### src/design/tdlc_pkg.sv
`default_nettype none

package tdlc_pkg;

   // result field widths
   localparam int STATUS_W      = 4;
   localparam int TYPE_CODE_W   = 4;
   localparam int NAME_START_W  = 10;
   localparam int NAME_LENGTH_W = 11;
   localparam int VALUE_START_W = 10;
   localparam int VALUE_LENGTH_W = 11;
   localparam int LINE_W        = 16;

   // token text keeps its first seven bytes, first byte in the low lane
   localparam int PREFIX_W = 56;
   localparam int FLAGS_W  = 5;
   localparam int TOK_IDX_W = 3;

   typedef enum logic [2:0] {
      LX_IDLE,
      LX_WORD,
      LX_NUM,
      LX_SYM,
      LX_STR,
      LX_HALT
   } lexer_mode_type;

   // token slots within a line
   localparam logic [TOK_IDX_W-1:0] TOK_TYPE  = 3'd0;
   localparam logic [TOK_IDX_W-1:0] TOK_NAME  = 3'd1;
   localparam logic [TOK_IDX_W-1:0] TOK_COLON = 3'd2;
   localparam logic [TOK_IDX_W-1:0] TOK_VALUE = 3'd3;
   localparam logic [TOK_IDX_W-1:0] TOK_FULL  = 3'd4;
   localparam logic [TOK_IDX_W-1:0] TOK_MAX   = 3'd7;

   // number token flags
   localparam logic [FLAGS_W-1:0] FL_FIRST_MINUS = 5'b00001;
   localparam logic [FLAGS_W-1:0] FL_FIRST_DOT   = 5'b00010;
   localparam logic [FLAGS_W-1:0] FL_LATER_MINUS = 5'b00100;
   localparam logic [FLAGS_W-1:0] FL_DOT         = 5'b01000;
   localparam logic [FLAGS_W-1:0] FL_TWO_DOTS    = 5'b10000;

   localparam logic [STATUS_W-1:0] ST_OK        = 4'd0;
   localparam logic [STATUS_W-1:0] ST_BAD_CHAR  = 4'd1;
   localparam logic [STATUS_W-1:0] ST_UNCLOSED  = 4'd2;
   localparam logic [STATUS_W-1:0] ST_BAD_TYPE  = 4'd3;
   localparam logic [STATUS_W-1:0] ST_BAD_NAME  = 4'd4;
   localparam logic [STATUS_W-1:0] ST_NO_COLON  = 4'd5;
   localparam logic [STATUS_W-1:0] ST_EXTRA     = 4'd6;
   localparam logic [STATUS_W-1:0] ST_MISMATCH  = 4'd7;
   localparam logic [STATUS_W-1:0] ST_FEW_TOKENS = 4'd8;
   localparam logic [STATUS_W-1:0] ST_LONG      = 4'd9;

   localparam logic [TYPE_CODE_W-1:0] TC_NONE     = 4'd0;
   localparam logic [TYPE_CODE_W-1:0] TC_LAST_INT = 4'd4;
   localparam logic [TYPE_CODE_W-1:0] TC_LAST_UNS = 4'd8;
   localparam logic [TYPE_CODE_W-1:0] TC_LAST_REAL = 4'd10;
   localparam logic [TYPE_CODE_W-1:0] TC_STRING   = 4'd11;

   typedef struct packed {
      lexer_mode_type                lx;
      logic [TOK_IDX_W-1:0]          tok_idx;
      logic [PREFIX_W-1:0]           cur_chars;
      logic [FLAGS_W-1:0]            cur_flags;
      logic [PREFIX_W-1:0]           type_chars;
      logic [PREFIX_W-1:0]           name_chars;
      lexer_mode_type                name_class;
      lexer_mode_type                colon_class;
      lexer_mode_type                value_class;
      logic [FLAGS_W-1:0]            value_flags;
      logic [STATUS_W-1:0]           line_err;
   } lex_state_type;

   typedef struct packed {
      logic [STATUS_W-1:0]       status;
      logic [TYPE_CODE_W-1:0]    type_code;
      logic [NAME_START_W-1:0]   name_start;
      logic [NAME_LENGTH_W-1:0]  name_length;
      logic [VALUE_START_W-1:0]  value_start;
      logic [VALUE_LENGTH_W-1:0] value_length;
   } rsp_fields_type;

endpackage

`default_nettype wire

### src/design/tdlc_line_eval.sv
`default_nettype none

// End-of-line evaluation: closes the open token, then checks the line.
module tdlc_line_eval
   import tdlc_pkg::*;
#(
   parameter int POS_W = 11
) (
   input  lex_state_type  st,
   input  logic [POS_W-1:0] tok_start,
   input  logic [POS_W-1:0] line_pos,
   input  logic [POS_W-1:0] type_len,
   input  logic [POS_W-1:0] name_start,
   input  logic [POS_W-1:0] name_len,
   input  logic [POS_W-1:0] value_start,
   input  logic [POS_W-1:0] value_len,
   output logic           has_result,
   output rsp_fields_type fields
);

   localparam int NUM_TYPES = 11;

   localparam logic [PREFIX_W-1:0] TYPE_WORD [NUM_TYPES] = '{
      56'h3869,   56'h363169, 56'h323369, 56'h343669,
      56'h3875,   56'h363175, 56'h323375, 56'h343675,
      56'h323366, 56'h343666, 56'h676e69727473
   };
   localparam logic [2:0] TYPE_LEN [NUM_TYPES] = '{
      3'd2, 3'd3, 3'd3, 3'd3, 3'd2, 3'd3, 3'd3, 3'd3, 3'd3, 3'd3, 3'd6
   };

   function automatic logic [TYPE_CODE_W-1:0] lookup_type(
      input logic [PREFIX_W-1:0] chars,
      input logic [2:0]          len
   );
      logic [TYPE_CODE_W-1:0] code;
      code = TC_NONE;
      for (int k = 0; k < NUM_TYPES; k++) begin
         if (len == TYPE_LEN[k] && chars == TYPE_WORD[k]) begin
            code = TYPE_CODE_W'(k + 1);
         end
      end
      return code;
   endfunction

   // lengths of seven and up never match a type word
   function automatic logic [2:0] clamp_len(input logic [POS_W-1:0] len);
      return (len > POS_W'(6)) ? 3'd7 : 3'(len);
   endfunction

   logic                   open_tok;
   logic [TOK_IDX_W-1:0]   tok_cnt;
   logic [POS_W-1:0]       end_len;
   logic [PREFIX_W-1:0]    type_chars_e;
   logic [POS_W-1:0]       type_len_e;
   logic [PREFIX_W-1:0]    name_chars_e;
   lexer_mode_type         name_class_e;
   logic [POS_W-1:0]       name_start_e;
   logic [POS_W-1:0]       name_len_e;
   lexer_mode_type         colon_class_e;
   lexer_mode_type         value_class_e;
   logic [FLAGS_W-1:0]     value_flags_e;
   logic [POS_W-1:0]       value_start_e;
   logic [POS_W-1:0]       value_len_e;
   logic [TYPE_CODE_W-1:0] code;
   logic [TYPE_CODE_W-1:0] name_code;
   logic                   is_num;
   logic                   int_ok;
   logic                   real_ok;
   logic [STATUS_W-1:0]    value_status;
   logic [STATUS_W-1:0]    status;

   always_comb begin
      open_tok = (st.lx != LX_IDLE);
      end_len  = line_pos - tok_start;
      tok_cnt  = (open_tok && st.tok_idx != TOK_MAX) ? st.tok_idx + 3'd1 : st.tok_idx;

      type_chars_e  = st.type_chars;
      type_len_e    = type_len;
      name_chars_e  = st.name_chars;
      name_class_e  = st.name_class;
      name_start_e  = name_start;
      name_len_e    = name_len;
      colon_class_e = st.colon_class;
      value_class_e = st.value_class;
      value_flags_e = st.value_flags;
      value_start_e = value_start;
      value_len_e   = value_len;
      if (open_tok) begin
         case (st.tok_idx)
            TOK_TYPE: begin
               type_chars_e = st.cur_chars;
               type_len_e   = end_len;
            end
            TOK_NAME: begin
               name_chars_e = st.cur_chars;
               name_class_e = st.lx;
               name_start_e = tok_start;
               name_len_e   = end_len;
            end
            TOK_COLON: begin
               colon_class_e = st.lx;
            end
            TOK_VALUE: begin
               value_class_e = st.lx;
               value_flags_e = st.cur_flags;
               value_start_e = tok_start;
               value_len_e   = end_len;
            end
            default: ;
         endcase
      end
   end

   always_comb begin
      code      = lookup_type(type_chars_e, clamp_len(type_len_e));
      name_code = lookup_type(name_chars_e, clamp_len(name_len_e));

      is_num  = (value_class_e == LX_NUM);
      int_ok  = is_num && ((value_flags_e & (FL_FIRST_DOT | FL_LATER_MINUS | FL_DOT)) == '0);
      real_ok = is_num && ((value_flags_e & (FL_FIRST_MINUS | FL_FIRST_DOT | FL_LATER_MINUS
                                             | FL_TWO_DOTS)) == '0);
      if (code <= TC_LAST_INT) begin
         value_status = int_ok ? ST_OK : ST_MISMATCH;
      end else if (code <= TC_LAST_UNS) begin
         value_status = (int_ok && ((value_flags_e & FL_FIRST_MINUS) == '0))
                      ? ST_OK : ST_MISMATCH;
      end else if (code <= TC_LAST_REAL) begin
         value_status = real_ok ? ST_OK : ST_MISMATCH;
      end else begin
         value_status = (value_class_e == LX_STR) ? ST_OK : ST_MISMATCH;
      end

      if (st.line_err == ST_LONG) begin
         status = ST_LONG;
      end else if (st.line_err == ST_BAD_CHAR) begin
         status = ST_BAD_CHAR;
      end else if (st.lx == LX_STR) begin
         status = ST_UNCLOSED;
      end else if (tok_cnt < TOK_FULL) begin
         status = ST_FEW_TOKENS;
      end else if (code == TC_NONE) begin
         status = ST_BAD_TYPE;
      end else if (name_class_e != LX_WORD || name_code != TC_NONE) begin
         status = ST_BAD_NAME;
      end else if (colon_class_e != LX_SYM) begin
         status = ST_NO_COLON;
      end else if (tok_cnt > TOK_FULL) begin
         status = ST_EXTRA;
      end else begin
         status = value_status;
      end
   end

   always_comb begin
      has_result = (line_pos != '0) || (st.line_err != ST_OK);
      fields = '0;
      fields.status = status;
      if (status == ST_OK || status == ST_BAD_NAME || status == ST_NO_COLON
          || status == ST_EXTRA || status == ST_MISMATCH) begin
         fields.type_code = code;
      end
      if (status == ST_OK || status == ST_NO_COLON || status == ST_EXTRA
          || status == ST_MISMATCH) begin
         fields.name_start  = NAME_START_W'(name_start_e);
         fields.name_length = NAME_LENGTH_W'(name_len_e);
      end
      if (status == ST_OK) begin
         fields.value_start  = VALUE_START_W'(value_start_e);
         fields.value_length = VALUE_LENGTH_W'(value_len_e);
         // strip the quotes
         if (code == TC_STRING) begin
            fields.value_start  = VALUE_START_W'(value_start_e) + VALUE_START_W'(1);
            fields.value_length = VALUE_LENGTH_W'(value_len_e) - VALUE_LENGTH_W'(2);
         end
      end
   end

endmodule

`default_nettype wire

### src/design/typed_declaration_line_checker_core.sv
`default_nettype none

// Channel  Dir  Handshake              Word
// req      in   req_valid/req_ready    req_char_byte, req_end_of_stream
// rsp      out  rsp_valid/rsp_ready    rsp_status .. rsp_line_number
//
// One byte per cycle sustained while results are taken; a byte is lexed from the
// input register, and a newline or last byte there loads the line's word.
// The input register and the result register each hold one word; the input
// register drains whenever the result register is empty or being taken.
// Reset is synchronous; it empties both registers and sets the line count to 1.
// The flagged last byte also returns all line state and the line count to reset.
module typed_declaration_line_checker_core
   import tdlc_pkg::*;
#(
   parameter int MAX_LINE         = 1024,
   parameter int LINE_NUMBER_BITS = 16
) (
   input  logic                      clock,
   input  logic                      reset,
   input  logic                      req_valid,
   output logic                      req_ready,
   input  logic [7:0]                req_char_byte,
   input  logic                      req_end_of_stream,
   output logic                      rsp_valid,
   input  logic                      rsp_ready,
   output logic [STATUS_W-1:0]       rsp_status,
   output logic [TYPE_CODE_W-1:0]    rsp_type_code,
   output logic [NAME_START_W-1:0]   rsp_name_start,
   output logic [NAME_LENGTH_W-1:0]  rsp_name_length,
   output logic [VALUE_START_W-1:0]  rsp_value_start,
   output logic [VALUE_LENGTH_W-1:0] rsp_value_length,
   output logic [LINE_W-1:0]         rsp_line_number
);

   localparam int POS_W = $clog2(MAX_LINE + 1);
   localparam logic [LINE_NUMBER_BITS-1:0] LINE_TOP = '1;

   localparam logic [7:0] CH_NEWLINE = 8'h0A;
   localparam logic [7:0] CH_TAB     = 8'h09;
   localparam logic [7:0] CH_CR      = 8'h0D;
   localparam logic [7:0] CH_SPACE   = 8'h20;
   localparam logic [7:0] CH_QUOTE   = 8'h27;
   localparam logic [7:0] CH_COLON   = 8'h3A;
   localparam logic [7:0] CH_MINUS   = 8'h2D;
   localparam logic [7:0] CH_DOT     = 8'h2E;
   localparam logic [7:0] CH_UNDER   = 8'h5F;

   function automatic logic is_alpha(input logic [7:0] c);
      return (c >= 8'h61 && c <= 8'h7A) || (c >= 8'h41 && c <= 8'h5A);
   endfunction

   function automatic logic is_digit(input logic [7:0] c);
      return c >= 8'h30 && c <= 8'h39;
   endfunction

   function automatic logic is_num_char(input logic [7:0] c);
      return is_digit(c) || c == CH_MINUS || c == CH_DOT;
   endfunction

   // input register
   logic       in_valid_ff;
   logic [7:0] in_byte_ff;
   logic       in_eos_ff;

   // line state
   lex_state_type             st_ff, st_lx, st_in;
   logic [POS_W-1:0]          tok_start_ff, tok_start_lx;
   logic [POS_W-1:0]          line_pos_ff, line_pos_lx, line_pos_in;
   logic [POS_W-1:0]          type_len_ff, type_len_lx;
   logic [POS_W-1:0]          name_start_ff, name_start_lx;
   logic [POS_W-1:0]          name_len_ff, name_len_lx;
   logic [POS_W-1:0]          value_start_ff, value_start_lx;
   logic [POS_W-1:0]          value_len_ff, value_len_lx;
   logic [LINE_NUMBER_BITS-1:0] line_num_ff, line_num_in;

   // result register
   logic           rsp_valid_ff, rsp_valid_in;
   rsp_fields_type rsp_fields_ff;
   logic [LINE_W-1:0] rsp_line_ff;

   logic           advance;
   logic           line_end;
   logic           has_result;
   rsp_fields_type eval_fields;

   // lexer scratch
   logic             do_add;
   logic             do_fin;
   logic             do_idle;
   logic             keep;
   logic [POS_W-1:0] fin_end;
   logic [POS_W-1:0] fin_len;
   logic [POS_W-1:0] char_ofs;
   logic [7:0]       c;

   assign advance   = in_valid_ff && (!rsp_valid_ff || rsp_ready);
   assign req_ready = !in_valid_ff || advance;
   assign c         = in_byte_ff;
   assign line_end  = (c == CH_NEWLINE) || in_eos_ff;

   always_comb begin
      st_lx          = st_ff;
      tok_start_lx   = tok_start_ff;
      line_pos_lx    = line_pos_ff;
      type_len_lx    = type_len_ff;
      name_start_lx  = name_start_ff;
      name_len_lx    = name_len_ff;
      value_start_lx = value_start_ff;
      value_len_lx   = value_len_ff;
      do_add   = 1'b0;
      do_fin   = 1'b0;
      do_idle  = 1'b0;
      fin_end  = line_pos_ff;
      fin_len  = '0;
      char_ofs = line_pos_ff - tok_start_ff;

      case (st_ff.lx)
         LX_WORD: keep = is_alpha(c) || is_digit(c) || c == CH_UNDER;
         LX_NUM:  keep = is_num_char(c);
         LX_SYM:  keep = (c == CH_COLON);
         default: keep = 1'b0;
      endcase

      // a newline is not lexed; once a line is too long nothing more is
      if (c != CH_NEWLINE && st_ff.line_err != ST_LONG) begin
         if (line_pos_ff >= POS_W'(MAX_LINE)) begin
            st_lx.line_err = ST_LONG;
         end else begin
            line_pos_lx = line_pos_ff + POS_W'(1);
            case (st_ff.lx)
               LX_HALT: ;
               LX_STR: begin
                  do_add = 1'b1;
                  if (c == CH_QUOTE) begin
                     do_fin  = 1'b1;
                     fin_end = line_pos_ff + POS_W'(1);
                  end
               end
               LX_WORD, LX_NUM, LX_SYM: begin
                  if (keep) begin
                     do_add = 1'b1;
                  end else begin
                     do_fin  = 1'b1;
                     do_idle = 1'b1;
                  end
               end
               default: do_idle = 1'b1;
            endcase
         end
      end

      if (do_add) begin
         if (char_ofs < POS_W'(7)) begin
            st_lx.cur_chars = st_lx.cur_chars
                            | (PREFIX_W'(c) << {char_ofs[2:0], 3'b000});
         end
         if (st_ff.lx == LX_NUM) begin
            if (c == CH_MINUS) begin
               st_lx.cur_flags = st_lx.cur_flags | FL_LATER_MINUS;
            end
            if (c == CH_DOT) begin
               if ((st_lx.cur_flags & FL_DOT) != '0) begin
                  st_lx.cur_flags = st_lx.cur_flags | FL_TWO_DOTS;
               end
               st_lx.cur_flags = st_lx.cur_flags | FL_DOT;
            end
         end
      end

      if (do_fin) begin
         fin_len = fin_end - tok_start_ff;
         case (st_ff.tok_idx)
            TOK_TYPE: begin
               st_lx.type_chars = st_lx.cur_chars;
               type_len_lx      = fin_len;
            end
            TOK_NAME: begin
               st_lx.name_chars = st_lx.cur_chars;
               st_lx.name_class = st_ff.lx;
               name_start_lx    = tok_start_ff;
               name_len_lx      = fin_len;
            end
            TOK_COLON: begin
               st_lx.colon_class = st_ff.lx;
            end
            TOK_VALUE: begin
               st_lx.value_class = st_ff.lx;
               st_lx.value_flags = st_lx.cur_flags;
               value_start_lx    = tok_start_ff;
               value_len_lx      = fin_len;
            end
            default: ;
         endcase
         if (st_ff.tok_idx != TOK_MAX) begin
            st_lx.tok_idx = st_ff.tok_idx + 3'd1;
         end
         st_lx.lx = LX_IDLE;
      end

      if (do_idle) begin
         if (c == CH_SPACE || c == CH_TAB || c == CH_CR) begin
            // blank: nothing to do
         end else if (is_alpha(c) || c == CH_UNDER || is_num_char(c) || c == CH_COLON
                      || c == CH_QUOTE) begin
            tok_start_lx    = line_pos_ff;
            st_lx.cur_chars = PREFIX_W'(c);
            st_lx.cur_flags = '0;
            if (is_alpha(c) || c == CH_UNDER) begin
               st_lx.lx = LX_WORD;
            end else if (is_num_char(c)) begin
               st_lx.lx = LX_NUM;
               if (c == CH_MINUS) begin
                  st_lx.cur_flags = FL_FIRST_MINUS;
               end else if (c == CH_DOT) begin
                  st_lx.cur_flags = FL_FIRST_DOT;
               end
            end else if (c == CH_COLON) begin
               st_lx.lx = LX_SYM;
            end else begin
               st_lx.lx = LX_STR;
            end
         end else begin
            st_lx.line_err = ST_BAD_CHAR;
            st_lx.lx       = LX_HALT;
         end
      end
   end

   tdlc_line_eval #(
      .POS_W (POS_W)
   ) u_line_eval (
      .st          (st_lx),
      .tok_start   (tok_start_lx),
      .line_pos    (line_pos_lx),
      .type_len    (type_len_lx),
      .name_start  (name_start_lx),
      .name_len    (name_len_lx),
      .value_start (value_start_lx),
      .value_len   (value_len_lx),
      .has_result  (has_result),
      .fields      (eval_fields)
   );

   always_comb begin
      st_in       = st_lx;
      line_pos_in = line_pos_lx;
      line_num_in = line_num_ff;
      if (line_end) begin
         st_in       = '0;
         line_pos_in = '0;
         if (in_eos_ff) begin
            line_num_in = LINE_NUMBER_BITS'(1);
         end else if (line_num_ff != LINE_TOP) begin
            line_num_in = line_num_ff + LINE_NUMBER_BITS'(1);
         end
      end

      if (advance && line_end && has_result) begin
         rsp_valid_in = 1'b1;
      end else if (rsp_ready) begin
         rsp_valid_in = 1'b0;
      end else begin
         rsp_valid_in = rsp_valid_ff;
      end
   end

   always_ff @(posedge clock) begin
      if (reset) begin
         in_valid_ff  <= 1'b0;
         rsp_valid_ff <= 1'b0;
         st_ff        <= '0;
         line_pos_ff  <= '0;
         line_num_ff  <= LINE_NUMBER_BITS'(1);
      end else begin
         if (req_ready) begin
            in_valid_ff <= req_valid;
         end
         rsp_valid_ff <= rsp_valid_in;
         if (advance) begin
            st_ff       <= st_in;
            line_pos_ff <= line_pos_in;
            line_num_ff <= line_num_in;
         end
      end
   end

   always_ff @(posedge clock) begin
      if (req_ready && req_valid) begin
         in_byte_ff <= req_char_byte;
         in_eos_ff  <= req_end_of_stream;
      end
      if (advance) begin
         tok_start_ff   <= tok_start_lx;
         type_len_ff    <= type_len_lx;
         name_start_ff  <= name_start_lx;
         name_len_ff    <= name_len_lx;
         value_start_ff <= value_start_lx;
         value_len_ff   <= value_len_lx;
      end
      if (advance && line_end && has_result) begin
         rsp_fields_ff <= eval_fields;
         rsp_line_ff   <= LINE_W'(line_num_ff);
      end
   end

   assign rsp_valid        = rsp_valid_ff;
   assign rsp_status       = rsp_fields_ff.status;
   assign rsp_type_code    = rsp_fields_ff.type_code;
   assign rsp_name_start   = rsp_fields_ff.name_start;
   assign rsp_name_length  = rsp_fields_ff.name_length;
   assign rsp_value_start  = rsp_fields_ff.value_start;
   assign rsp_value_length = rsp_fields_ff.value_length;
   assign rsp_line_number  = rsp_line_ff;

endmodule

`default_nettype wire

### config.mk
export PLATFORM = sky130hd
export DESIGN_NAME = typed_declaration_line_checker_core
export DESIGN_NICKNAME = d
export VERILOG_FILES = /design/src/design/tdlc_pkg.sv /design/src/design/tdlc_line_eval.sv /design/src/design/typed_declaration_line_checker_core.sv
export SDC_FILE = /design/constraint.sdc
export NUM_CORES = 1
export LEC_CHECK = 0
export BUFFER_PORTS_ARGS = -buffer_cell sky130_fd_sc_hd__buf_2
export CAP_MARGIN = 20
export CORE_AREA = 2 2 295 297
export CTS_CLUSTER_DIAMETER = 60
export DETAILED_ROUTE_END_ITERATION = 7
export DIE_AREA = 0 0 297 299
export PLACE_DENSITY = 0.43
export SLEW_MARGIN = 40
export SYNTH_ARGS = -nofsm -noshare
export SYNTH_HDL_FRONTEND = slang
export SYNTH_SLANG_ARGS = --single-unit
export TNS_END_PERCENT = 50
### constraint.sdc
create_clock -name clock -period 10.6 [get_ports clock]
set_input_delay 0.53 -clock clock [delete_from_list [all_inputs] [get_ports clock]]
set_output_delay 0.53 -clock clock [all_outputs]
set_load 0.02 [all_outputs]
After elaboration in Yosys (flattened, before gate mapping) --
Index checks and enable logic that the tools add are counted.
Word-level totals: register bits after elaboration 367, bits of input ports 13, output and inout port bits 68, logic and storage cells 330
Operators by class: add/sub/neg operators 9, order comparisons 15, equal/unequal tests 65, shifts and indexed selects 1, muxes and demuxes 134, bitwise logic cells 1, reduce and logical (&&, ||, !) cells 75
Operators with widths (number):
- $eq 56x22->1 const B | 16
- $mux 56 | 6
- $mux 11 | 26
- $mux 61 | 4
- $eq 56x14->1 const B | 4
- $mux 197 | 1
- $mux 126 | 1
- $eq 56x47->1 const B | 2
- $mux 4 | 24
- $mux 3 | 30
- $mux 59 | 1
- $or 56x56->56 | 1
- $shl 8x6->56 | 1
- $eq 8x6->1 const B | 5
- $mux 10 | 4
- $mux 5 | 7
- $logic_and 1x1->1 | 34
- $eq 3x2->1 const B | 11
- $sub 11x11->11 | 3
- $mux 16 | 2
- $eq 8x4->1 const B | 3
- $logic_or 1x1->1 | 23
- $gt 11x3->1 const B | 2
- $mux 21 | 1
- other kinds (44) | 88

Logic depth before layout (Yosys ltp) --
Gate-level depths: netlist of the first run.
depth in word-level cells 50, mapped depth 28, mapped depth without buffers 23

Cells and area by module --
From an unflattened synthesis of the first run, not the netlist that was laid out.
Unflattened totals: cells, all modules 2488, area total of the unflattened synthesis 21292.9 µm²
Modules (own cells, without submodules):
- typed_declaration_line_checker_core | times used 1, cells each 1813, area each 16931.2 µm², sequential area each 8758.4 µm²
- tdlc_line_eval | times used 1, cells each 675, area each 4361.7 µm², sequential area each 0.0 µm²

Worst setup path before layout of the first run --
OpenSTA, ideal clock, no wires.
kind reg-to-reg, start point reg in_byte_ff[1] (netlist: c[1]), end point reg rsp_line_ff[0] (netlist: rsp_line_number[0]) (enable), library setup time 574 ps, arrival time 6762 ps, required time 10026 ps, path slack 3265 ps, cell stages (with the launch flop) 12, path buffers 2, period minus slack after synthesis 7335 ps, path through edfxtp_1 -> or4_1 -> o2111ai_1 -> o21bai_1 -> buf_4 -> or2_1 -> buf_2 -> nor2_1 -> nand2_1 -> nand2_1 -> nor4_1 -> nor3_1
On the way: longest elaborated chain between the ends 14, elaborated cells on any way between the ends 47, those cells by class order compare (6); eq/ne (10); mux (10); reduce/logical (21)
Ends and longest elaborated chain:
- start, declared | line typed_declaration_line_checker_core.sv:63 | logic [7:0] in_byte_ff;
- start signal, assigned | line typed_declaration_line_checker_core.sv:290 | in_byte_ff <= req_char_byte;
- $ge 8x7->1 or $le 8x7->1 (tied branches) | line typed_declaration_line_checker_core.sv:50 | return (c >= 8'h61 && c <= 8'h7A) || (c >= 8'h41 && c <= 8'h5A);
- $logic_and 1x1->1 | line typed_declaration_line_checker_core.sv:50
- $logic_or 1x1->1 | line typed_declaration_line_checker_core.sv:50
- $logic_or 1x1->1 (2 in series) | line typed_declaration_line_checker_core.sv:119 | LX_WORD: keep = is_alpha(c) || is_digit(c) || c == CH_UNDER;
- $pmux 1 s3 | line typed_declaration_line_checker_core.sv:118 | case (st_ff.lx)
- $mux 1 | line typed_declaration_line_checker_core.sv:141 | if (keep) begin
- $pmux 1 s2 | line typed_declaration_line_checker_core.sv:131 | case (st_ff.lx)
- $mux 1 | line typed_declaration_line_checker_core.sv:127 | if (line_pos_ff >= POS_W'(MAX_LINE)) begin
- $mux 1 | line typed_declaration_line_checker_core.sv:126 | if (c != CH_NEWLINE && st_ff.line_err != ST_LONG) begin
- $mux 4 | line typed_declaration_line_checker_core.sv:201 | if (do_idle) begin
- $reduce_bool 4->1 | line tdlc_line_eval.sv:156 | has_result = (line_pos != '0) || (st.line_err != ST_OK);
- $logic_or 1x1->1 | line tdlc_line_eval.sv:156
- $logic_and 1x1->1 * | line typed_declaration_line_checker_core.sv:301 | if (advance && line_end && has_result) begin
- end signal, assigned | line typed_declaration_line_checker_core.sv:303 | rsp_line_ff <= LINE_W'(line_num_ff);
- end, declared | line typed_declaration_line_checker_core.sv:80 | logic [LINE_W-1:0] rsp_line_ff;
Mark *: on every way between the ends. The rest lies on a longest branch, timed or not. A chain may end at the register's enable or synchronous reset.

Final worst setup path of the first run --
start point reg in_byte_ff[0] (netlist: c[0]), end point reg rsp_fields_ff, in the netlist rsp_value_length[9] (data pin)
On the way: longest elaborated chain between the ends 43, elaborated cells on any way between the ends 234, those cells by class add/sub (4); order compare (13); eq/ne (49); shift (1); mux (116); bitwise (1); reduce/logical (50)
Ends and longest elaborated chain:
- branches (longest 43 deep; another with $sub 11x11->11)
- end signal, assigned | line typed_declaration_line_checker_core.sv:302 | rsp_fields_ff <= eval_fields;
- end, declared | line typed_declaration_line_checker_core.sv:79 | rsp_fields_type rsp_fields_ff;
Several ways; the timed one is not identified. The select of a mux whose other input is x is not followed.

==> impl_metrics.json, run 1 <==
{
  "status": "complete, no violations",
  "p_leak_nw": 9.05,
  "cts_tree": "built",
  "synthCells": 2503,
  "synth_top_family_by_area": "compound AO/OA/AOI/OAI gates",
  "synth_adder_area_share_pct": 2.77,
  "clock_latency_ns": 0.62,
  "synth_compound_area_share_pct": 24.2,
  "htree_levels": 2,
  "cp.arrival_ns": 8.73,
  "cp.required_ns": 10.93,
  "grt_pass1_wl_um": 130000,
  "hold_class": "input port to register",
  "clock_skew_ns": 0.0357,
  "die_area_mm2": 0.0888,
  "worstPathCellList": "and4bb_1 > nand2_1 > a2111oi_4 > nor4_1 > o21ai_0 > a21o_1 > mux2i_1 > ha_1 > nand2_1 > nor2_1 > and2_1 > buf_4 > mux2_2 > or4b_2 > nor4b_1 > nand4_1 > nor2_1 > a211oi_1 > o211a_1 > o21ai_4 > nor2_1",
  "num_rows": 108,
  "nNetsFinal": 2564,
  "routed_wl_um": 87600,
  "critical_path.max_stage_delay_ns": 0.84,
  "fin_cells": 3702,
  "cts_resized": 0,
  "period_minus_slack_ns": 8.40,
  "first_iter_violations": 1886,
  "netlist_area_mm2": 0.0213,
  "grt.met1_usage_pct": 25.3,
  "grt_use_met2_pct": 31.9,
  "grt_max_degree": 90,
  "crit_path_start_kind": "register",
  "hold_ws_ns": 0.0875,
  "yosys_most_used_dff": "dfxtp_1",
  "synth-simple-area-share_pct": 22.7,
  "numPortBuffers": 80,
  "hold_viol_final": 0,
  "die_width_um": 297,
  "numCtsBuffers": 50,
  "postCtsHoldBufs": 0,
  "peakVddDrop_mv": 0.0970,
  "tns_ns": 0,
  "tightest_slew_ns": 0.884,
  "clkTransAtPathRegs_ns": 0.06,
  "syn_avg_cell_area_um2": 8.50,
  "cap_violations": 0,
  "drv_slew": 0,
  "slew_headroom_pct": 41.0,
  "setup.worst_path.end_class": "register",
  "drc": 0,
  "dp.cells": 3609,
  "synthMuxAreaShare_pct": 2.00,
  "crit_top_cell": "nor2_1",
  "cts.path.max_buffers": 3,
  "core_area_mm2": 0.0859,
  "grt_use_total_pct": 19.1,
  "utilization_pct": 28.6,
  "power.density_mw_per_mm2": 145,
  "critical_path_class": "register to register",
  "final_cell_mix": "nor2_1, dfxtp_1, nand2_1",
  "clock.fmax_ghz": 0.119,
  "cts_sinks": 365,
  "grtUsageMet3_pct": 2.62,
  "post_cts_buffers": 0,
  "grt_pass1_vias": 19300,
  "grt-ovfl-total": 0,
  "drt_pass1_iterations": 6,
  "gr-max-usage-layer": "met2",
  "synth_cell_types": 108,
  "ys_warn_count": 0,
  "yosysSeqAreaShare_pct": 40.9,
  "setup_violations": 0,
  "io_pins": 81,
  "antenna_found_initial": 1,
  "period_share_pct": 79.3,
  "synth_edf_count": 139,
  "synth_xor_area_share_pct": 2.95,
  "crit_slowest_cell": "a2111oi_4",
  "ys_ff_latch": 365,
  "drive_above_1_share_pct": 11.9,
  "dp_hpwl_um": 63300,
  "syn_nets": 2561,
  "start_util_pct": 24.7,
  "async_flop_share_pct": 0,
  "crit_fanout": 21,
  "via_per_inst": 5.42,
  "ant_nets": 0,
  "layout_commonest_cell": "nor2_1",
  "syn_to_final_growth_pct": 15.7,
  "num_vias": 20100,
  "rsz0062_at_grt": "no",
  "cts-root-buf": "clkbuf_16",
  "wl_per_cell_um": 23.7,
  "gp_congestion": 0.923,
  "die_h_um": 299
}
Yosys cell counts, types with 7 or more instances:
master    instances  area [µm²]
and2_1           31         194
nand2_1         196         736
or2_2             9        56.3
nor4_1           44         275
a211oi_1         22         165
nand3_1          46         230
buf_2            11        55.1
or4_1            16         120
a22o_1            7        61.3
o211ai_1         15         113
ha_1             43         538
nand2b_1         20         125
a31o_2            9        78.8
a32oi_1           8        70.1
nand4_1          36         225
edfxtp_1        139        4170
nor3_1           70         350
mux2_2           12         135
and3_1           22         138
nor2_1          405        1520
a22oi_1         166        1250
or3_1            26         163
a211oi_2          9         113
a21o_1           43         323
o311ai_0         16         140
a41o_1           12         120
clkbuf_1        140         526
xnor2_1          38         333
inv_1            70         263
o21ai_1           7        35.0
a21oi_1         154         771
mux2i_1          29         290
o22ai_1           8        50.1
a211o_1           7        61.3
xor2_1           31         272
a221oi_1          7        61.3
o21a_1            9        67.6
o31ai_1          12        90.1
o21ai_0         114         571
a31oi_1          26         163
dfxtp_1         226        4520
nor2b_1          21         131
buf_1            15        56.3
power by group:
group          total, mW  switching [mW]  internal [mW]
clock               1.69           0.702          0.988
sequential          1.49          0.0173           1.48
combinational      0.385           0.287         0.0976
total               3.57            1.01           2.56
kinds of logic (layout without fill, tap and decap cells):
logic type,Yosys count,after routing
simple gates,1002,1002
compound gates,736,736
flops,365,365
buf+inv,243,286
xor+xnor,70,70
fa+ha+maj,46,46
mux,41,41
other cells,0,1
critical path, delay by kind of cell (launching register included):
family / cells / cell delay, ns
AOI/OAI and AO/OA: 6 / 2.35
adders and majority gates: 1 / 0.20
muxes: 2 / 0.78
buffers and inverters: 1 / 0.34
DFF: 1 / 0.59
and+or+nand+nor: 11 / 3.84
path summary, 6_finish.rpt:
path	start	end	slack [ns]	cells past startpoint
worst max register to register	c[0]$_DFFE_PP_	rsp_value_length[9]$_SDFFCE_PN0P_	2.20	21
worst max-delay path	c[0]$_DFFE_PP_	rsp_value_length[9]$_SDFFCE_PN0P_	2.20	21
worst min-delay path	req_char_byte[3]	c[3]$_DFFE_PP_	0.09	1
worst min register to register	st_ff[78]$_SDFFE_PP0P_	st_ff[78]$_SDFFE_PP0P_	0.46	2
final cells by class:
cell class / instances / area (µm²)
inverters: 71 / 272
flip-flops and latches: 365 / 8700
diodes: 1 / 2.50
well taps: 1155 / 1450
clock buffers: 61 / 1340
fillers: 9269 / 61300
repair buffers: 123 / 764
multi-input cells: 1895 / 11800
clock inverters: 31 / 315
registers in the layout (all words and copies together) (netlist names), 11 cells and up:
name,flops
rsp_value_length,11
st_ff,197
type_len_ff,11
rsp_name_length,11
line_num_ff,16
rsp_line_number,16
line_pos_ff,11
tok_start_ff,11
value_len_ff,11
name_len_ff,11
layer usage:
| layer | up-vias | wire length, µm |
|---|---|---|
| met5 | - | 0 |
| met4 | 0 | 2840 |
| met3 | 144 | 4910 |
| met2 | 694 | 41300 |
| met1 | 9911 | 38500 |
| li1 | 9308 | - |
per-stage QoR:
step	worst slack (ns)	cell area (µm²)	total power [mW]
2_1_floorplan	3.26	21300	1.75
3_3_place_gp	2.35	22800	1.90
3_5_place_dp	2.34	22900	1.90
4_1_cts	2.32	24600	3.60
5_1_grt	1.52	24600	3.69
6_report	2.20	24600	3.57
(Power assumes the default switching activity.)
==> inputs of run 2 (changes only) <==
--- a/config.mk
+++ b/config.mk
@@ -11,7 +11,7 @@
 export CTS_CLUSTER_DIAMETER = 60
 export DETAILED_ROUTE_END_ITERATION = 7
 export DIE_AREA = 0 0 297 299
-export PLACE_DENSITY = 0.43
+export PLACE_DENSITY = 0.44
 export SLEW_MARGIN = 40
 export SYNTH_ARGS = -nofsm -noshare
 export SYNTH_HDL_FRONTEND = slang
==> constraint.sdc (replaced) <==
create_clock -name clock -period 7.15 [get_ports clock]
set_input_delay 0.3575 -clock clock [delete_from_list [all_inputs] [get_ports clock]]
set_output_delay 0.3575 -clock clock [all_outputs]
set_load 0.02 [all_outputs]
==> run 2 against run 1 <==
  * Via count rose by 2.1%
  * Register-to-register slack got worse by 1.9 ns
  * Clock-buffer cell count rose by 3
  * Utilization rose by 0.69 points
  * Clock power rose by 41%
  * Critical endpoint is now rsp_value_length[10]$_SDFFCE_PN0P_
  * Fmax rose by 22%
  * Sequential cell count did not move
  * Critical path depth rose by 1
==> impl_metrics.json, run 2 (synthesis results as in run 1) <==
{
  "status": "complete, no violations",
  "cts-root-buf": "clkbuf_16",
  "io_pins": 81,
  "cpLargestDelayFamily": "simple AND/OR/NAND/NOR gates",
  "grt_pass1_vias": 19500,
  "layout_commonest_cell": "nor2_1",
  "grt-ovfl-total": 0,
  "tightest_slew_ns": 0.877,
  "crit_slowest_cell": "or4_1",
  "pwr-share-clk_pct": 45.8,
  "placed_area_mm2": 0.0234,
  "setup.worst_path.end_class": "register",
  "rsz0062_at_grt": "no",
  "clock.fmax_ghz": 0.145,
  "cp.required_ns": 7.48,
  "worstPathCellList": "buf_4 > and4bb_1 > buf_4 > a211oi_4 > nand3_2 > or4_1 > o21ai_1 > ha_1 > inv_1 > ha_1 > nor2_1 > xnor2_2 > mux2_2 > or4b_2 > nor4b_1 > nand4_1 > o21bai_1 > a21oi_1 > o211a_1 > o21ai_2 > buf_12 > nor2_1",
  "htree_levels": 2,
  "nNetsFinal": 2650,
  "period_minus_slack_ns": 6.89,
  "setup_violations": 0,
  "grt_pass1_wl_um": 130000,
  "grt_max_degree": 83,
  "clock_skew_ns": 0.0218,
  "antenna_found_initial": 2,
  "period_share_pct": 96.4,
  "power_frac_comb_pct": 11.7,
  "critical_path.max_stage_delay_ns": 0.73,
  "crit_fanout": 20,
  "swShare_pct": 28.3,
  "start_util_pct": 24.7,
  "numCtsBuffers": 48,
  "drive_above_1_share_pct": 14.4,
  "crit_path_start_kind": "register",
  "die_h_um": 299,
  "via_per_inst": 5.41,
  "num_vias": 20500,
  "power.density_mw_per_mm2": 207,
  "gp_congestion": 0.957,
  "clkTransAtPathRegs_ns": 0.06,
  "die_area_mm2": 0.0888,
  "wl_per_cell_um": 23.1,
  "p_seq_share_pct": 42.4,
  "hold_viol_final": 0,
  "hold_class": "input port to register",
  "cp.arrival_ns": 7.23,
  "numPortBuffers": 80,
  "largest_reg_flops": 197,
  "cts.path.max_buffers": 3,
  "fillers": 9281,
  "die_width_um": 297,
  "first_iter_violations": 2165,
  "p_int_mw": 3.73,
  "dp_hpwl_um": 64500,
  "regMostFlops": "st_ff",
  "peakVddDrop_mv": 0.145,
  "path_buf_inv": 4,
  "cts_tree": "built",
  "drv_slew": 0,
  "tns_ns": 0,
  "ant_nets": 0,
  "power.switching_mw": 1.47,
  "utilization_pct": 29.3,
  "routed_wl_um": 87300,
  "p_leak_nw": 9.45,
  "critical_path_class": "register to register",
  "drc": 0,
  "grt_use_total_pct": 19.1,
  "final_cell_mix": "nor2_1, dfxtp_1, nand2_1",
  "drt_pass1_iterations": 6,
  "slew_headroom_pct": 41.4,
  "fin_area_mm2": 0.0252,
  "cap_violations": 0,
  "core_area_mm2": 0.0859,
  "syn_to_final_growth_pct": 18.4,
  "clock_latency_ns": 0.60,
  "num_rows": 108,
  "cts_sinks": 365
}
==> run 2: cell count changes in the layout (fill, tap and decap cells not counted), moves of 3 or more <==
cell and change:
clkinv_2 -5, inv_6 +4, dlygate4sd3_1 +10, o31ai_1 +3, o31ai_2 -3, clkbuf_8 +3
buf_4 +77
==> run 2: power by group through the flow <==
stage / Combinational [mW] / Sequential [mW] / Clock [mW]
6_report: 0.610 / 2.21 / 2.38
2_1_floorplan: 0.352 / 2.25 / 0
4_1_cts: 0.596 / 2.21 / 2.44
3_5_place_dp: 0.589 / 2.25 / 0
3_3_place_gp: 0.588 / 2.25 / 0
5_1_grt: 0.652 / 2.21 / 2.51
==> run 2: repair_timing <==
action | 4_1_cts | 5_1_grt
hold endpoints to repair | 10 | 0
buffers inserted | 0 | 4
setup endpoints to repair | 0 | 44
hold buffers | 10 | 0
resized for setup | 0 | 13
==> run 2: final cells by class <==
type	instances	area (µm²)	share of cell area (%)
antenna	1	2.50	0.00994
inverter	71	268	1.06
timing repair buffer	211	1440	5.71
tap	1155	1450	5.74
clock inverter	26	206	0.820
sequential	365	8700	34.5
multi-input combinational	1895	11800	46.8
clock buffer	64	1340	5.33
==> run 2: worst paths after layout <==
check,start,end,slack [ns],cells after the start
setup / recovery,c[1]$_DFFE_PP_,rsp_value_length[10]$_SDFFCE_PN0P_,0.26,22
hold / removal,rsp_ready,rsp_valid$_SDFFE_PP0P_,0.09,4
setup reg to reg,c[1]$_DFFE_PP_,rsp_value_length[10]$_SDFFCE_PN0P_,0.26,22
hold reg to reg,st_ff[100]$_SDFFE_PP0P_,st_ff[100]$_SDFFE_PP0P_,0.45,2
==> run 2: routing by layer <==
| metal | track usage [%] | vias to the layer above | wire (µm) | part of all wire [%] |
|---|---|---|---|---|
| li1 | - | 9470 | - | - |
| met5 | 0 | - | 0 | 0 |
| met3 | 2.64 | 168 | 5510 | 6.3 |
| met2 | 31.3 | 809 | 40100 | 46 |
| met1 | 25.5 | 10000 | 38400 | 44 |
| met4 | 6.97 | 0 | 3340 | 3.8 |
==> run 2: stage by stage <==
step / total power, mW / setup WS (ns) / std cells / hold slack [ns]
finish: 5.20 / 0.256 / 3788 / 0.0949
CTS: 5.24 / 0.131 / 3783 / 0.0751
floorplan: 2.60 / 0.796 / 2503 / 0.431
global placement: 2.84 / -0.0219 / 3681 / 0.444
global route: 5.37 / 0.0446 / 3787 / 0.116
detailed placement: 2.84 / 0.186 / 3683 / 0.445
==> run 2: worst register-to-register path, cell delays in order, from the launching register on <==
cell and delay, ns:
edfxtp_1 0.38, buf_4 0.21, and4bb_1 0.26, buf_4 0.18
a211oi_4 0.35, nand3_2 0.21, or4_1 0.73, o21ai_1 0.39
ha_1 0.28, inv_1 0.08, ha_1 0.21, nor2_1 0.20
xnor2_2 0.20, mux2_2 0.35, or4b_2 0.61, nor4b_1 0.48
nand4_1 0.36, o21bai_1 0.23, a21oi_1 0.08, o211a_1 0.27
o21ai_2 0.30, buf_12 0.20, nor2_1 0.07
